==> config.mk <==
export PLATFORM = sky130hd
export DESIGN_NAME = sqvg_uv_div
export DESIGN_NICKNAME = d
export VERILOG_FILES = /design/src/rtl/sqvg_pkg.sv /design/src/rtl/sqvg_uv_div.sv
export SDC_FILE = /design/constraint.sdc
export NUM_CORES = 1
export LEC_CHECK = 0
export ABC_AREA = 1
export BUFFER_PORTS_ARGS = -buffer_cell sky130_fd_sc_hd__buf_2
export CELL_PAD_IN_SITES_DETAIL_PLACEMENT = 1
export CELL_PAD_IN_SITES_GLOBAL_PLACEMENT = 1
export CORE_UTILIZATION = 45
export DETAILED_ROUTE_END_ITERATION = 8
export GPL_TIMING_DRIVEN = 0
export PLACE_DENSITY_LB_ADDON = 0.05
export SYNTH_ARGS = -nofsm -noshare
export SYNTH_HDL_FRONTEND = slang
export SYNTH_SLANG_ARGS = --single-unit
==> constraint.sdc <==
create_clock -name clk -period 2.1 [get_ports clk]
set_input_delay 0.315 -clock clk [delete_from_list [all_inputs] [get_ports clk]]
set_output_delay 0.315 -clock clk [all_outputs]
set_load 0.005 [all_outputs]
==> src/rtl/sqvg_pkg.sv <==
// sqvg_pkg: shared types, constants and the sine table for the sprite quad vertex generator
// depends on nothing; used by every file under rtl by scoped names
package sqvg_pkg;

  // sine table geometry
  localparam int SINE_ENTRIES = 1024;
  localparam int SINE_AW      = $clog2(SINE_ENTRIES);

  // fixed point widths
  localparam int TEX_W   = 13;  // texture size register
  localparam int TEXEL_W = 14;  // source edge plus span
  localparam int NUM_W   = 30;  // texel * 65536 plus rounding half
  localparam int UV_W    = 18;  // unsigned Q2.16
  localparam int POS_W   = 24;  // signed Q16.8
  localparam int TRIG_W  = 16;  // signed Q1.14
  localparam int CORN_W  = 17;  // pivot-relative corner factor, Q2.14
  localparam int DIM_W   = 30;  // scale * size
  localparam int ROT_W   = 46;  // dim * trig
  localparam int ACC_W   = 64;  // rotated corner before rounding

  localparam logic [TEX_W-1:0] TEX_SIZE_RST = 13'd256;
  localparam logic signed [CORN_W-1:0] ONE_Q14 = 17'sd16384;
  localparam logic signed [ACC_W-1:0]  ROUND_HALF = 64'sd134217728;

  // register indexes of the configuration port
  localparam logic REG_TEX_W = 1'b0;
  localparam logic REG_TEX_H = 1'b1;

  // mode bits
  localparam int MODE_ROT90 = 0;
  localparam int MODE_FLIPH = 1;
  localparam int MODE_FLIPV = 2;
  localparam int MODE_WHOLE = 3;

  // vertices per quad, index of the closing vertex
  localparam logic [2:0] VTX_LAST = 3'd5;

  typedef struct packed {
    logic [11:0]        src_x;
    logic [11:0]        src_y;
    logic [12:0]        src_w;
    logic [12:0]        src_h;
    logic signed [23:0] pos_x;
    logic signed [23:0] pos_y;
    logic [15:0]        angle;
    logic signed [15:0] scale_x;
    logic signed [15:0] scale_y;
    logic [31:0]        origin_xy;
    logic [3:0]         mode;
    logic [31:0]        color;
  } in_item_t;

  typedef struct packed {
    logic signed [23:0] vtx_x;
    logic signed [23:0] vtx_y;
    logic [17:0]        tex_u;
    logic [17:0]        tex_v;
    logic [31:0]        vtx_color;
    logic               last;
  } out_item_t;

  // position, color and last flag travelling beside the divider
  typedef struct packed {
    logic signed [23:0] x;
    logic signed [23:0] y;
    logic [31:0]        color;
    logic               last;
  } pos_item_t;

  // corner of the quad for each of the six triangle-list vertices
  function automatic logic [1:0] corner_of(input logic [2:0] k);
    logic [1:0] c;
    case (k)
      3'd0: c = 2'd0;
      3'd1: c = 2'd1;
      3'd2: c = 2'd2;
      3'd3: c = 2'd0;
      3'd4: c = 2'd2;
      3'd5: c = 2'd3;
      default: c = 2'd0;
    endcase
    return c;
  endfunction

  // taylor series divisors (2i)(2i+1)
  localparam int TAYLOR_DIV [1:7] = '{6, 20, 42, 72, 110, 156, 210};
  localparam logic [63:0] HALF_PI_Q30 = 64'd1686629713;

  // sin(r/N * pi/2) in Q14
  function automatic logic signed [15:0] quarter_sine(input logic [63:0] r);
    logic [63:0] theta;
    logic [63:0] t2;
    logic [63:0] term;
    logic [63:0] sum;
    theta = r * HALF_PI_Q30 / SINE_ENTRIES;
    t2    = (theta * theta) >> 30;
    term  = theta;
    sum   = theta;
    for (int i = 1; i <= 7; i++) begin
      term = ((term * t2) >> 30) / TAYLOR_DIV[i];
      if (i % 2 == 1) sum = sum - term;
      else            sum = sum + term;
    end
    return 16'((sum + 64'd32768) >> 16);
  endfunction

  typedef logic signed [TRIG_W-1:0] sine_tab_t [SINE_ENTRIES];

  function automatic sine_tab_t build_sine();
    sine_tab_t tab;
    logic [63:0] m;
    logic [63:0] q;
    logic [63:0] r;
    for (int k = 0; k < SINE_ENTRIES; k++) begin
      m = 64'(4 * k);
      q = m / SINE_ENTRIES;
      r = m % SINE_ENTRIES;
      case (q)
        64'd0:   tab[k] = quarter_sine(r);
        64'd1:   tab[k] = quarter_sine(64'(SINE_ENTRIES) - r);
        64'd2:   tab[k] = -quarter_sine(r);
        default: tab[k] = -quarter_sine(64'(SINE_ENTRIES) - r);
      endcase
    end
    return tab;
  endfunction

  localparam sine_tab_t SINE_ROM = build_sine();

endpackage

==> src/rtl/sqvg_uv_div.sv <==
// sqvg_uv_div: pipelined restoring divider, one quotient bit per stage, saturating at UV max
// depends on sqvg_pkg for widths
module sqvg_uv_div (
  input  logic                        clk,
  input  logic                        en,
  input  logic [sqvg_pkg::NUM_W-1:0]  num_i,
  input  logic [sqvg_pkg::TEX_W-1:0]  den_i,
  output logic [sqvg_pkg::UV_W-1:0]   quot_o
);

  localparam int NSTG = sqvg_pkg::UV_W;

  logic [sqvg_pkg::NUM_W-1:0] rem_r [NSTG];
  logic [sqvg_pkg::TEX_W-1:0] den_r [NSTG];
  logic [sqvg_pkg::UV_W-1:0]  q_r   [NSTG];
  logic                       sat_r [NSTG];

  logic [sqvg_pkg::NUM_W-1:0] rem_nxt [NSTG];
  logic [sqvg_pkg::TEX_W-1:0] den_nxt [NSTG];
  logic [sqvg_pkg::UV_W-1:0]  q_nxt   [NSTG];
  logic                       sat_nxt [NSTG];

  // one compare and subtract per stage
  always_comb begin
    logic [sqvg_pkg::NUM_W-1:0] rem_in;
    logic [sqvg_pkg::NUM_W-1:0] dsh;
    logic [sqvg_pkg::UV_W-1:0]  q_in;
    for (int j = 0; j < NSTG; j++) begin
      if (j == 0) begin
        rem_in     = num_i;
        den_nxt[j] = den_i;
        q_in       = '0;
        sat_nxt[j] = {1'b0, num_i} >= {den_i, 18'b0};
      end else begin
        rem_in     = rem_r[j-1];
        den_nxt[j] = den_r[j-1];
        q_in       = q_r[j-1];
        sat_nxt[j] = sat_r[j-1];
      end
      dsh = sqvg_pkg::NUM_W'(den_nxt[j]) << (NSTG - 1 - j);
      if (rem_in >= dsh) begin
        rem_nxt[j] = rem_in - dsh;
        q_nxt[j]   = q_in | (sqvg_pkg::UV_W'(1) << (NSTG - 1 - j));
      end else begin
        rem_nxt[j] = rem_in;
        q_nxt[j]   = q_in;
      end
    end
  end

  always_ff @(posedge clk) begin
    if (en) begin
      for (int j = 0; j < NSTG; j++) begin
        rem_r[j] <= rem_nxt[j];
        den_r[j] <= den_nxt[j];
        q_r[j]   <= q_nxt[j];
        sat_r[j] <= sat_nxt[j];
      end
    end
  end

  assign quot_o = sat_r[NSTG-1] ? '1 : q_r[NSTG-1];

endmodule

==> reports/qor.txt <==
Worst-Margin Slew: 805 ps
first-pass GRT wire length: 270,000 um
Setup crit end kind: flip-flop
Fin Setup TNS: -62,540 ps
Worst Setup EP: rem_r[6][14]
Total Wirelength: 208,000 um
Clk Latency, worst-skew pair: 750 ps
CORE AREA: 115,000 um^2
Leak: 31.8 nW
Final Util: 0.636
share of the synthesized area in the top cell type: 0.526
die area: 118,000 um^2
Post-Syn Instances: 6,155
clk slew on worst S/H paths: 70 ps
vias in the first global route: 47,500
I/O Buffers: 62
Post-DRT Antenna Nets: 0
Rel. slew slack: 0.464
floorplan row count: 124
Worst setup startpoint: rem_r[5][14]
drt pass-1 iters: 6
worst vdd ir: 0.828 mV
post-synth top area cell: edfxtp_1
CP Class: reg -> reg
I/O pin count: 63
Startpoint Class: flip-flop
synth top area cells: edfxtp_1, nand2_1, inv_1, ha_1, nor2_1
initial core utilization: 0.457
Hold Crit Class: in -> reg
Tot GR Track Use: 0.296
Die Height: 344 um
R2R setup slack: -450 ps
synthesized cell area: 52,500 um^2
RR Startpoint: rem_r[5][14]
clk sink count: 920
routed length per instance: 24.1 um
syn nets: 6,463
RSZ-0062 raised after global routing: yes
setup ws final: -446 ps
max cap viols: 0
Critical Path AT: 2980 ps
Final HPWL DP: 119,000 um
largest net degree at the start of global routing: 131
Setup violations, final: 365
Seq/Total Area, Yosys: 0.526
initial antenna violation count: 2
critical path peak fanout: 10
Slew Viols, Final: 0
status: complete, but fails checks
number of synthesized register bits: 920
synth-to-layout area growth: 39.4%
initial DRC count: 3,760
failing checks: setup timing
GRT overflow: 0
Reg2Reg Depth: 10
CTS buffer count: 100
Worst EP required: 2530 ps
Die W: 344 um
Root Buffer: clkbuf_16
post-route cell area: 73,100 um^2
TritonCTS clock tree: yes
Synth cell types: 44
Fill cells: 12,500
Final Hold Vio Count: 0
R2R Path End: rem_r[6][14]
gpl congestion: 0.874
placed instance area: 55,000 um^2
Avg Inst Size Synth: 8.53 um^2
Final Cycle Share: 1.21
synth warn: 0
H-tree levels: 3
# DRC: 0
Max Clk Rate: 393 MHz
Final min period: 2550 ps
Clock Tree Buf Depth: 3
routed vias/inst: 5.58
share of cells above drive strength 1: 0.343
pwr dens: 1210 nW/um^2
Setup Skew: 41.0 ps
Post-layout nets: 7,345
routed via count: 48,200
[critical path: stages (launching register included)]
cell and delay (ps):
edfxtp_1 520, ha_4 370, nand2_2 80, inv_2 100, nand3_4 80, nor2_4 110, nand3_2 90, nand2_4 110
a21oi_4 50, buf_6 170, o21ai_0 550
[layer usage]
layer | global-route usage | routed length [um] | part of all wire | up-vias
li1 | - | - | - | 21700
met1 | 0.378 | 81500 | 0.39 | 24100
met2 | 0.529 | 106000 | 0.51 | 1792
met3 | 0.0297 | 11100 | 0.053 | 584
met4 | 0.0902 | 9780 | 0.047 | 0
met5 | 0 | 0 | 0 | -
[power by group]
group | leakage, nW | switching [W] | internal [W]
logic | 21.3 | 0.0252 | 0.0168
clock network | 1.61 | 0.00839 | 0.0102
registers | 8.86 | 0.00362 | 0.0247
[cells in the final DEF, fill, tap and decap left out, types with 111 or more instances in the layout]
cell type and instances:
buf_4 546, nand2_4 211, nor2_1 468, clkbuf_16 111, edfxtp_1 920, nand3_1 253, nand2_1 1538, ha_4 179
inv_2 178, inv_1 812, nand2_2 407
[registers in the layout (all words and copies together) (netlist names)]
register  count
den_r       221
q_r         171
rem_r       510
sat_r        18
[timing repair]
item / CTS / global route
gates cloned: 26 / 7
resized for setup: 1141 / 1112
hold buffers: 37 / 0
setup endpoints to repair: 376 / 387
pin swaps: 301 / 357
endpoints found under the hold margin: 37 / 0
buffers inserted: 401 / 270
[final cells by class]
cell class / count / area [um^2] / share of cell area
antenna: 3 / 7.51 / 0.000103
buffer: 42 / 667 / 0.00912
clock buffer: 118 / 2590 / 0.0354
clock inverter: 70 / 779 / 0.0107
inverter: 1018 / 3960 / 0.0541
multi-input combinational: 4168 / 28400 / 0.388
sequential: 920 / 27600 / 0.378
tap: 1512 / 1890 / 0.0259
timing repair buffer: 786 / 7210 / 0.0986
timing repair inverter: 1 / 7.51 / 0.000103
[how the worst min path moves through the flow]
| stage | from | endpoint | slack [ps] | cells after the start |
|---|---|---|---|---|
| floorplan | q_r[9][10] | q_r[10][10] | 400 | 0 |
| global placement | q_r[15][3] | q_r[16][3] | 400 | 0 |
| detailed placement | q_r[12][11] | q_r[13][11] | 410 | 0 |
| CTS | num_i[24] | rem_r[0][24] | 3 | 3 |
| global route | num_i[27] | rem_r[0][27] | 50 | 3 |
| finish | num_i[27] | rem_r[0][27] | 50 | 3 |
[cell families after synthesis]
| kind of cell | after synthesis | share of synthesized area |
|---|---|---|
| compound gates | 364 | 0.0373 |
| xor+xnor | 140 | 0.0234 |
| fa+ha+maj | 263 | 0.0651 |
| buf+inv | 1067 | 0.0794 |
| flops | 920 | 0.526 |
| simple gates | 3401 | 0.268 |
[synth_stat cells, drive strengths merged]
cell type,number
a21boi,8
a21o,4
a21oi,221
and2,13
and3,4
buf,45
clkbuf,4
edfxtp,920
fa,17
ha,246
inv,1018
nand2,2160
nand3,375
nand3b,68
nand4,107
nor2,599
nor3,40
nor3b,1
nor4,9
o211ai,1
o21a,2
o21ai,115
o21bai,12
o31ai,1
or2,24
or3,1
xnor2,48
xor2,92
[stage by stage]
step | total power [W] | std cells | setup WS (ps) | hold slack [ps]
finish | 0.0889 | 8638 | -446 | 53.5
CTS | 0.0782 | 8387 | -344 | 3.03
detailed placement | 0.0521 | 7736 | -959 | 405
floorplan | 0.0439 | 6155 | -25.5 | 400
global placement | 0.0518 | 7729 | -13550 | 400
global route | 0.0924 | 8638 | -507 | 52.9
No activity file was read; power rests on OpenSTA's default activity.
